$ cat config.mk
export PLATFORM = sky130hd
export DESIGN_NAME = csvp_step
export DESIGN_NICKNAME = d
export VERILOG_FILES = /design/src/sv/csvp_pkg.sv /design/src/sv/csvp_step.sv
export SDC_FILE = /design/constraint.sdc
export NUM_CORES = 1
export LEC_CHECK = 0
export ABC_AREA = 1
export BUFFER_PORTS_ARGS = -buffer_cell sky130_fd_sc_hd__buf_2
export CORE_MARGIN = 8
export CORE_UTILIZATION = 25
export DETAILED_ROUTE_END_ITERATION = 8
export PLACE_DENSITY = 0.52
export SLEW_MARGIN = 20
export SYNTH_ARGS = -nofsm -noshare
export SYNTH_HDL_FRONTEND = slang
export SYNTH_SLANG_ARGS = --single-unit
export TNS_END_PERCENT = 20
$ cat constraint.sdc
create_clock -name vclk -period 2.83
set_input_delay 0.566 -clock vclk [all_inputs]
set_output_delay 0.566 -clock vclk [all_outputs]
set_load 0.1 [all_outputs]
$ cat src/sv/csvp_pkg.sv
// csvp_pkg: types, character codes and per-byte parse helpers for the CSV byte parser.
// Used by the output channel interface, csvp_step and csv_byte_parser_unit; depends on nothing.
package csvp_pkg;

  localparam logic [7:0] CH_NL    = 8'h0A;
  localparam logic [7:0] CH_CR    = 8'h0D;
  localparam logic [7:0] CH_SP    = 8'h20;
  localparam logic [7:0] CH_TAB   = 8'h09;
  localparam logic [7:0] CH_QUOTE = 8'h22;
  localparam logic [7:0] CH_COMMA = 8'h2C;

  localparam int unsigned MAX_RES = 4;

  typedef enum logic [1:0] {
    KIND_CONTENT   = 2'd0,
    KIND_CELL_END  = 2'd1,
    KIND_ROW_END   = 2'd2,
    KIND_TABLE_END = 2'd3
  } kind_t;

  typedef enum logic [1:0] {
    MODE_SKIP = 2'd0,  // line start / before a cell, skipping blanks
    MODE_UNQ  = 2'd1,  // inside an unquoted cell
    MODE_QIN  = 2'd2,  // inside a quoted cell
    MODE_QEND = 2'd3   // quoted cell, just saw a quote
  } mode_t;

  typedef struct packed {
    mode_t mode;
    logic  cr_held;
    logic  line_has_bytes;
    logic  cell_quoted;
    logic  in_header_row;
    logic  table_done;
    logic  first_line;
  } state_t;

  typedef struct packed {
    kind_t       kind;
    logic [7:0]  content;
    logic        cell_quoted;
    logic        header_row;
  } result_t;

  function automatic state_t rearm_state(input logic has_header);
    state_t s;
    s.mode           = MODE_SKIP;
    s.cr_held        = 1'b0;
    s.line_has_bytes = 1'b0;
    s.cell_quoted    = 1'b0;
    s.in_header_row  = has_header;
    s.table_done     = 1'b0;
    s.first_line     = 1'b1;
    return s;
  endfunction

  function automatic result_t cell_end(input state_t s);
    result_t r;
    r.kind        = KIND_CELL_END;
    r.content     = 8'h00;
    r.cell_quoted = s.cell_quoted;
    r.header_row  = s.in_header_row;
    return r;
  endfunction

  function automatic result_t row_end(input state_t s);
    result_t r;
    r.kind        = KIND_ROW_END;
    r.content     = 8'h00;
    r.cell_quoted = 1'b0;
    r.header_row  = s.in_header_row;
    return r;
  endfunction

  function automatic result_t table_end();
    result_t r;
    r.kind        = KIND_TABLE_END;
    r.content     = 8'h00;
    r.cell_quoted = 1'b0;
    r.header_row  = 1'b0;
    return r;
  endfunction

  // One non-newline byte; gives at most one result.
  function automatic void parse_byte(input state_t s_i, input logic [7:0] b,
                                     output state_t s_o, output result_t r,
                                     output logic rv);
    s_o = s_i;
    s_o.line_has_bytes = 1'b1;
    rv = 1'b0;
    r.kind        = KIND_CONTENT;
    r.content     = b;
    r.cell_quoted = s_i.cell_quoted;
    r.header_row  = s_i.in_header_row;
    case (s_i.mode)
      MODE_UNQ: begin
        rv = 1'b1;
        if (b == CH_COMMA) begin
          r = cell_end(s_i);
          s_o.cell_quoted = 1'b0;
          s_o.mode = MODE_SKIP;
        end
      end
      MODE_QIN: begin
        if (b == CH_QUOTE) s_o.mode = MODE_QEND;
        else rv = 1'b1;
      end
      MODE_QEND: begin
        rv = 1'b1;
        if (b == CH_COMMA) begin
          r = cell_end(s_i);
          s_o.cell_quoted = 1'b0;
          s_o.mode = MODE_SKIP;
        end else begin
          // doubled quote gives one quote; any other byte continues the cell
          s_o.mode = MODE_QIN;
        end
      end
      default: begin
        s_o.mode = MODE_SKIP;
        if (b == CH_SP || b == CH_TAB) begin
          s_o.mode = MODE_SKIP;
        end else if (b == CH_QUOTE) begin
          s_o.cell_quoted = 1'b1;
          s_o.mode = MODE_QIN;
        end else if (b == CH_COMMA) begin
          s_o.cell_quoted = 1'b0;
          r = cell_end(s_o);
          rv = 1'b1;
        end else begin
          s_o.cell_quoted = 1'b0;
          s_o.mode = MODE_UNQ;
          r.cell_quoted = 1'b0;
          rv = 1'b1;
        end
      end
    endcase
  endfunction

endpackage

$ cat src/sv/csvp_step.sv
// csvp_step: combinational next-state and result list for one input transaction.
// Depends on csvp_pkg.
module csvp_step import csvp_pkg::*; (
  input  state_t                  cur,
  input  logic                    has_header,
  input  logic [7:0]              data_byte,
  input  logic                    end_of_data,
  output state_t                  nxt,
  output result_t [MAX_RES-1:0]   res,
  output logic [2:0]              count
);

  state_t  s;
  state_t  s2;
  result_t r;
  logic    rv;

  always_comb begin
    s = cur;
    s2 = cur;
    r = '0;
    rv = 1'b0;
    res = '0;
    count = 3'd0;
    if (end_of_data) begin
      if (!s.table_done) begin
        if (s.line_has_bytes) begin
          if (s.mode != MODE_SKIP) begin
            res[count[1:0]] = cell_end(s);
            count = count + 3'd1;
          end
          res[count[1:0]] = row_end(s);
          count = count + 3'd1;
        end
        res[count[1:0]] = table_end();
        count = count + 3'd1;
      end
      s = rearm_state(has_header);
    end else if (s.table_done) begin
      s = cur;  // discard until end of data
    end else if (data_byte == CH_NL) begin
      s.cr_held = 1'b0;
      if (!s.line_has_bytes) begin
        if (s.in_header_row) begin
          res[count[1:0]] = row_end(s);
          count = count + 3'd1;
          s.mode = MODE_SKIP;
          s.cell_quoted = 1'b0;
          s.in_header_row = 1'b0;
          s.first_line = 1'b0;
        end else begin
          // blank line ends the table
          res[count[1:0]] = table_end();
          count = count + 3'd1;
          s.table_done = 1'b1;
          s.mode = MODE_SKIP;
          s.cell_quoted = 1'b0;
        end
      end else begin
        if (s.mode != MODE_SKIP) begin
          res[count[1:0]] = cell_end(s);
          count = count + 3'd1;
          s.cell_quoted = 1'b0;
        end
        res[count[1:0]] = row_end(s);
        count = count + 3'd1;
        s.mode = MODE_SKIP;
        s.line_has_bytes = 1'b0;
        s.cell_quoted = 1'b0;
        s.in_header_row = 1'b0;
        s.first_line = 1'b0;
      end
    end else begin
      // a held CR not followed by newline is an ordinary byte
      if (s.cr_held) begin
        s.cr_held = 1'b0;
        parse_byte(s, CH_CR, s2, r, rv);
        s = s2;
        if (rv) begin
          res[count[1:0]] = r;
          count = count + 3'd1;
        end
      end
      if (data_byte == CH_CR) begin
        s.cr_held = 1'b1;
      end else begin
        parse_byte(s, data_byte, s2, r, rv);
        s = s2;
        if (rv) begin
          res[count[1:0]] = r;
          count = count + 3'd1;
        end
      end
    end
    nxt = s;
  end

endmodule

== Yosys cells after proc, flatten, opt, wreduce, memory -nomap -nowiden ==
Index checks and enable logic that the tools add are counted.

* Input bits: 18
* Bits in registers: 0

* Reductions and logical operators: 9
* Add/subtract/negate cells: 4
* Mux-type cells: 104
* Bitwise operators: 3
* Magnitude comparators: 8
* Eq/ne operators: 12

{| class="wikitable"
|+ Operator list
! operator !! count
|-
| two-way mux 48 bit || 9
|-
| two-way mux 12 bit || 18
|-
| bitwise mux 48 bit || 3
|-
| demux 12 bit (select 2 bit) || 4
|-
| two-way mux 3 bit || 19
|-
| two-way mux 8 bit || 7
|-
| two-way mux 11 bit || 5
|-
| bitwise AND 40 bit || 1
|-
| NOT 40 bit || 1
|-
| two-way mux 36 bit || 1
|-
| equality test 8 x 4 -> 1 bit, second input constant || 3
|-
| equality test 8 x 6 -> 1 bit, second input constant || 3
|-
| two-way mux 1 bit || 23
|-
| case mux 11 bit (2 select lines) || 1
|-
| adder 3 x 1 -> 3 bit, second input constant || 4
|-
| < comparator 2 x 3 -> 1 bit, second input constant || 4
|-
| two-way mux 2 bit || 6
|-
| two-way mux 6 bit || 2
|-
| two-way mux 9 bit || 1
|-
| equality test 2 bit, second input constant || 4
|-
| >= comparator 2 x 1 -> 1 bit, second input constant || 4
|-
| bitwise OR 8 bit || 1
|-
| case mux 2 bit (3 select lines) || 1
|-
| two-way mux 5 bit || 1
|-
| other kinds (8) || 14
|}

== Depth between registers and ports, before layout ==
Gate-level depths: netlist (run 1).

* Depth in word-level cells: 20
* Gate-level depth with buffers: 11
* Mapped depth without buffers: 11

== Least setup slack after synthesis (run 1) ==
Ideal clock, no wire load.

* Path type: input-to-output
* Start point: input port cur[5] (netlist bit)
* End point: output port count[1]
* Stages: 8
* Arrival time: 3528 ps
* Setup slack: -1264 ps
* Cells stage by stage: buf_6 > inv_6 > a21oi_2 > nand3_1 > a21boi_4 > ha_1 > a21oi_1 > o21ai_0

* Cells in the longest elaborated chain, start to end: 16
* Elaborated cells on any way between the ends: 23
* Classes of those cells: add/sub: 1; eq/ne: 3; mux: 18; reduce/logical: 1

{| class="wikitable"
|+ RTL lines
! element !! line !! RTL
|-
| from (decl) || csvp_step.sv:4 || <nowiki>input state_t cur,</nowiki>
|-
| two-way mux 8 bit || csvp_step.sv:75 || <nowiki>if (s.cr_held) begin</nowiki>
|-
| two-way mux 8 bit || csvp_step.sv:41 || <nowiki>end else if (data_byte == CH_NL) begin</nowiki>
|-
| two-way mux 8 bit || csvp_step.sv:39 || <nowiki>end else if (s.table_done) begin</nowiki>
|-
| two-way mux 8 bit || csvp_step.sv:25 || <nowiki>if (end_of_data) begin</nowiki>
|-
| equality test 2 bit or equality test 2 x 1 -> 1 bit (tied branches) || csvp_pkg.sv:95 || <nowiki>case (s_i.mode)</nowiki>
|-
| OR reduction 2 bit (no source line) || -- ||
|-
| case mux 1 bit (2 select lines) || csvp_pkg.sv:95 ||
|-
| two-way mux 1 bit || csvp_step.sv:84 || <nowiki>if (data_byte == CH_CR) begin</nowiki>
|-
| two-way mux 1 bit || csvp_step.sv:41 ||
|-
| two-way mux 1 bit || csvp_step.sv:39 ||
|-
| two-way mux 1 bit || csvp_step.sv:25 ||
|-
| two-way mux 3 bit (*) || csvp_step.sv:89 || <nowiki>if (rv) begin</nowiki>
|-
| two-way mux 3 bit (*) || csvp_step.sv:84 ||
|-
| two-way mux 3 bit (*) || csvp_step.sv:41 ||
|-
| two-way mux 3 bit (*) || csvp_step.sv:39 ||
|-
| two-way mux 3 bit (*) || csvp_step.sv:25 ||
|-
| to (decl) || csvp_step.sv:10 || <nowiki>output logic [2:0] count</nowiki>
|}

Mark *: on every way between the ends. The rest lies on a longest branch, timed or not. The select of a mux whose other input is x is not followed.

== Worst setup path after layout (run 1) ==
* Start point: input port data_byte[0]
* End point: output port count[0]

* Cells in the longest elaborated chain, start to end: 13
* Elaborated cells on any way between the ends: 18
* Classes of those cells: eq/ne: 5; mux: 12; reduce/logical: 1

{| class="wikitable"
|+ RTL lines
! element !! line !! RTL
|-
| from (decl) || csvp_step.sv:6 || <nowiki>input logic [7:0] data_byte,</nowiki>
|-
| equality test 8 x 6 -> 1 bit (tied with other cells) || csvp_pkg.sv:105, csvp_pkg.sv:123 ||
|-
| two-way mux 1 bit or logical OR 1 bit (tied branches) || csvp_pkg.sv:123, csvp_pkg.sv:121 ||
|-
| two-way mux 1 bit || csvp_pkg.sv:121 || <nowiki>if (b == CH_SP || b == CH_TAB) begin</nowiki>
|-
| case mux 1 bit (2 select lines) || csvp_pkg.sv:95 ||
|-
| two-way mux 1 bit || csvp_step.sv:84 ||
|-
| two-way mux 1 bit || csvp_step.sv:41 ||
|-
| two-way mux 1 bit || csvp_step.sv:39 ||
|-
| two-way mux 1 bit || csvp_step.sv:25 ||
|-
| two-way mux 3 bit || csvp_step.sv:89 ||
|-
| two-way mux 3 bit || csvp_step.sv:84 ||
|-
| two-way mux 3 bit (*) || csvp_step.sv:41 ||
|-
| two-way mux 3 bit (*) || csvp_step.sv:39 ||
|-
| two-way mux 3 bit (*) || csvp_step.sv:25 ||
|}

Marks and branches as above.

==> results of run 1 <==
-- stage by stage --
| step | setup TNS, ns | instances | util [%] | area (um^2) | hold slack, ns |
|---|---|---|---|---|---|
| after floorplan | -8.09 | 218 | - | 1180 | 1.30 |
| after global routing | 0 | 304 | 42.1 | 1780 | 1.51 |
| after CTS | 0 | 304 | 42.0 | 1780 | 1.49 |
| after global placement | 0 | 304 | 42.0 | 1780 | 1.49 |
| final | 0 | 304 | 42.1 | 1780 | 1.49 |
| after detailed placement | 0 | 304 | 42.0 | 1780 | 1.49 |
-- per-layer routing --
metal / GRT usage [%] / vias up
met5: 0 / -
met4: 0.357 / 0
met3: 1.42 / 0
met2: 18.6 / 52
met1: 13.3 / 611
li1: - / 697
-- cells by family (layout without fill, tap and decap cells) --
family,Yosys count,count (layout),synth area share (%)
compound gates,37,37,20.9
fa+ha+maj,1,1,1.17
buf+inv,55,89,29.1
other cells,1,23,0.349
simple gates,102,102,48.5
-- worst max-delay path, cell delays in order --
cell and delay [ns]:
buf_2 0.11, inv_2 0.10, nand2_1 0.08, nor2_2 0.16, nand2_2 0.11, nand3_4 0.12, a21boi_4 0.06, ha_1 0.26
o21ai_1 0.13, nand2_1 0.06, nand3_1 0.06, nand2_1 0.08, buf_12 0.18
-- area by class of cell --
class                           instances  area share (%)
Inverter                               28            6.31
Multi-Input combinational cell        163            49.2
Tap cell                               52            3.65
Timing Repair Buffer                   61            40.8
-- report_power, final --
part / internal (W) / switching [W] / leakage (nW) / total [W]
registers: 0 / 0 / 0 / 0
logic: 0.000109 / 0.000399 / 0.903 / 0.000508
clock network: 0 / 0 / 0 / 0
-- cell usage in the layout, fill, tap and decap left out, drive strengths merged --
master / Yosys / layout
buf: 26 / 61
a31oi: 2 / 2
nand3: 15 / 15
o21ai: 18 / 18
nor3: 5 / 5
inv: 28 / 28
a21oi: 12 / 12
nor2: 34 / 34
nand4: 2 / 2
o22ai: 1 / 1
conb: 1 / 23
nand2: 46 / 46
a21boi: 2 / 2
ha: 1 / 1
o211ai: 2 / 2
-- worst max path at each step --
stage          endpoint          from  cells past startpoint  slack, ns
2_1_floorplan  count[1]        cur[5]                      8      -0.51
3_3_place_gp   count[0]  data_byte[4]                     13       0.14
3_5_place_dp   count[0]  data_byte[4]                     13        0.1
4_1_cts        count[0]  data_byte[4]                     13       0.09
5_1_grt        count[0]  data_byte[0]                     13       0.04
6_report       count[0]  data_byte[0]                     13       0.17
==> metrics.md, run 1 <==
| Metric | Value |
|---|---|
| Die area | between 6000 and 7000 um^2 |
| PD cells | ~280 nW/um^2 |
| DRT Pass-1 Iters | 4 |
| Vias | about 1,400 |
| Clock Buffer Count | 0 |
| Pins Over Slew Limit | 0 |
| Top cell type by total area after synthesis | buf_4 |
| Initial DRC Count | 53 |
| Synth top area share | 16.8% |
| Hold/Removal Path Class | in -> out |
| Layout Nets | between 200 and 300 |
| Critical-path maximum fanout | 5 |
| Die X | around 82 um |
| Static Leak | 0.903 nW |
| P&R area growth vs syn | 66.2% |
| Wire length on met2 | ~1800 um |
| Unrepaired setup endpoints after global routing | no |
| Max layer used | met3 |
| Min Tclk post-route | between 2 and 3 ns |
| FILL cells | roughly 440 |
| First-pass GRT wire length | 5780 um |
| Yosys warns | 0 |
| Register area | 0 um^2 |
| Worst slack at placement | around 0.1 ns |
| Gate Count Post-Synth | between 150 and 200 |
| IR drop worst, VDD | between 0.1 and 0.15 mV |
| Register area share after synthesis | 0% |
| Num sequential | 0 |
| Largest net degree at the start of global routing | 12 |
| Row count | 24 |
| Antenna Nets Post-Route | 0 |
| # setup viols final | 0 |
| Dpl hpwl | about 3300 um |
| IO Pins | 77 |
| Routed len/inst | between 10 and 15 um |
| WP data required | roughly 2.3 ns |
| Port Buf Inserts | 54 |
| Initial antenna violation count | 0 |
| Hold Fails Final Rpt | 0 |
| CTS Hold Bufs | 0 |
| Vias in the first global route | 1,255 |
| Netlist cell types | 32 |
| Final setup margin | approximately 0.17 ns |
| Resized cells post-CTS | 0 |
| Core area | about 4200 um^2 |
| Starting Density | between 20% and 30% |
| Vias per Instance | ~4.5 |
| Period utilization | between 90% and 100% |
| Synth cell count leaders | 42 x nand2_1, 30 x nor2_1, 24 x buf_4, 22 x inv_1, 12 x o21ai_0 |
| Most frequent cell after synthesis | nand2_1 |
| Multi-input gate area | a little under 900 um^2 |
| GPL Wtd Cong | roughly 0.86 |
| Layout cells sized above 1 | between 30% and 40% |
| Die Y | ~82 um |
| Highest clock rate | about 380 MHz |
| Min-Delay Startpoint | cur[1] |
| Routed wl met3 | ~320 um |
| Overall Power | ~0.00051 W |
| Hold path cells | 3 |
| Synth area leaders | buf_4 17%, nand2_1 15%, nor2_1 10% |
| Hold Path End | res[12] |
| CP Class | in -> out |
| Total GRT Usage | approximately a tenth |
| CP arrival | 2.09 ns |
| Max-cap violations | 0 |
| Post-CTS Repair Setup Buffers | 0 |
| GRT overflow | 0 |
| DR DRC count | 0 |
| Critical path endpoint category | output pin |
| M1 WL | between 1500 and 2000 um |
| Ant diodes | 0 |
| Synth Cell Area | approximately 1100 um^2 |
| Run status | finished clean |
| Total routed wirelength | between 3000 and 4000 um |
| Worst setup SP type | input port |
| Post-Syn Area per Cell | around 5.5 um^2 |
Note: power is estimated with default switching activity, not from simulation.
==> run 2, diff against run 1 <==
- ABC_AREA: 1 -> not set
==> run 2 against run 1 <==
Against the previous run: die area shrank 0.47%; highest routed layer is now met4; critical endpoint unchanged; final cell count down 8.2%; combinational power is 4.1% higher; non-clock buffer count grew 11; critical path depth down 5; final area is 7.4% higher.
==> metrics.md, run 2 <==
| Metric | Value |
|---|---|
| Synth cell count leaders | 25 x buf_4, 22 x nor2_1, 10 x a21oi_1, 10 x nand2_1, 9 x inv_1 |
| WP data required | between 2 and 2.5 ns |
| CTS Hold Bufs | 0 |
| Num sequential | 0 |
| Critical path endpoint category | output pin |
| Gate Count Post-Synth | 170 |
| Total routed wirelength | around 4200 um |
| Most frequent cells in the layout | 28 x buf_2, 26 x buf_12, 23 x conb_1 |
| Row count | 23 |
| PD cells | around 280 nW/um^2 |
| Layout cells sized above 1 | between 40% and 50% |
| Total GRT Usage | between 10% and 20% |
| Most common cell after layout, fill and taps aside | buf_2 |
| Netlist cell types | between 50 and 60 |
| Final instance area | about 1900 um^2 |
| Routed len/inst | 15.1 um |
| Layout Nets | 250 |
| Yosys warns | 0 |
| Vias in the first global route | roughly 1,300 |
| Critical-path maximum fanout | 8 |
| Dpl cells | approximately 280 |
| Hold/Removal Path Class | in -> out |
| Static Leak | 0.857 nW |
| Register area | 0 um^2 |
| Worst path bufs/invs | 2 |
| Starting Density | a little over a quarter |
| Core area | 4060 um^2 |
| P&R area growth vs syn | 79.5% |
| Dpl hpwl | 3540 um |
| Register area share after synthesis | 0% |
| Hold path cells | 4 |
| IO Pins | slightly below 80 |
| Die area | 6620 um^2 |
| Synth area leaders | buf_4 18%, nor2_1 7.7%, a21oi_1 4.7% |
| CP top delay family | simple AND/OR/NAND/NOR gates |
| IR drop worst, VDD | roughly 0.14 mV |
| Final setup margin | between 0.07 and 0.08 ns |
| Period utilization | 97.3% |
| TNS Setup | 0 ns |
| Slowest cell on crit path | nor4bb_4 |
| Worst path cell trace | buf_2 -> nor4bb_4 -> o2111ai_1 -> and2_1 -> ha_1 -> a31oi_1 -> a21boi_2 -> buf_12 |
| Port Buf Inserts | 54 |
| Critical Path Stages | 8 |
| Initial antenna violation count | 0 |
| DRT Pass-1 Iters | 4 |
| Synth Cell Area | between 1000 and 1500 um^2 |
| Run status | finished clean |
| Highest clock rate | 363 MHz |
| # setup viols final | 0 |
| Delay of the slowest cell on the worst path | 0.30 ns |
| Worst slack at placement | 0.0846 ns |
| Overall Power | 0.000529 W |
| Die X | 81.3 um |
| Placed cell area | about 1900 um^2 |
| Non-Filler Instances | between 200 and 300 |
| Top cell type by total area after synthesis | buf_4 |
| Die Y | just over 80 um |
| Antenna Nets Post-Route | 0 |
| Min Tclk post-route | roughly 2.8 ns |
| GRT overflow | 0 |
| Ant diodes | 0 |
| Synth top area share | 17.6% |
| Worst setup SP type | input port |
| Initial DRC Count | 74 |
| Vias | roughly 1,400 |
| Hold Fails Final Rpt | 0 |
| Largest net degree at the start of global routing | 16 |
| Post-Syn Area per Cell | 6.28 um^2 |
| Most frequent cell after synthesis | buf_4 |
| GPL Wtd Cong | 0.840 |
| DR DRC count | 0 |
| CP arrival | 2.19 ns |
| First-pass GRT wire length | 6350 um |
| Vias per Instance | a little over 5 |
| Pins Over Slew Limit | 0 |
| Max-cap violations | 0 |
| Clock Buffer Count | 0 |
| CP Class | in -> out |
run 2: power by group:
part           leakage (nW)  internal (W)  total [W]  switching [W]
Combinational         0.857      0.000124   0.000529       0.000405
Sequential                0             0          0              0
Clock                     0             0          0              0
Total                 0.857      0.000124   0.000529       0.000405
run 2: final timing paths:
path / startpoint / to / slack, ns
setup / recovery: data_byte[0] / count[0] / 0.08
hold / removal: cur[2] / res[0] / 1.58
run 2: final cells by class:
class                           count  area, um^2
Fill cell                         407        2140
Inverter                            9        33.8
Multi-Input combinational cell    148        1020
Tap cell                           50        62.6
Timing Repair Buffer               72         796
run 2: timing repair:
item | CTS | global route
buffers inserted | 0 | 1
gates resized for setup | 0 | 3
endpoints found under the setup margin | 0 | 10
run 2: per-stage QoR:
step,hold WS [ns],utilization (%)
3_5_place_dp,1.58,46.6
2_1_floorplan,1.37,-
6_report,1.58,47.2
3_3_place_gp,1.58,46.6
4_1_cts,1.58,46.6
5_1_grt,1.60,47.2
run 2: cells by family (layout without fill, tap and decap cells):
group,count (synthesis),count (layout),share of synthesized area [%]
other,1,23,0.351
and+or+nand+nor,73,73,40.7
buffers and inverters,44,81,25.0
AOI/OAI and AO/OA,51,51,32.8
adders and majority gates,1,1,1.17
run 2: per-layer routing:
layer / vias to the layer above / routed length (um) / global-route usage (%)
li1: 693 / - / -
met1: 652 / 1780 / 14.8
met2: 65 / 1990 / 19.7
met3: 2 / 424 / 2.76
met4: 0 / 7 / 0.357
met5: - / 0 / 0
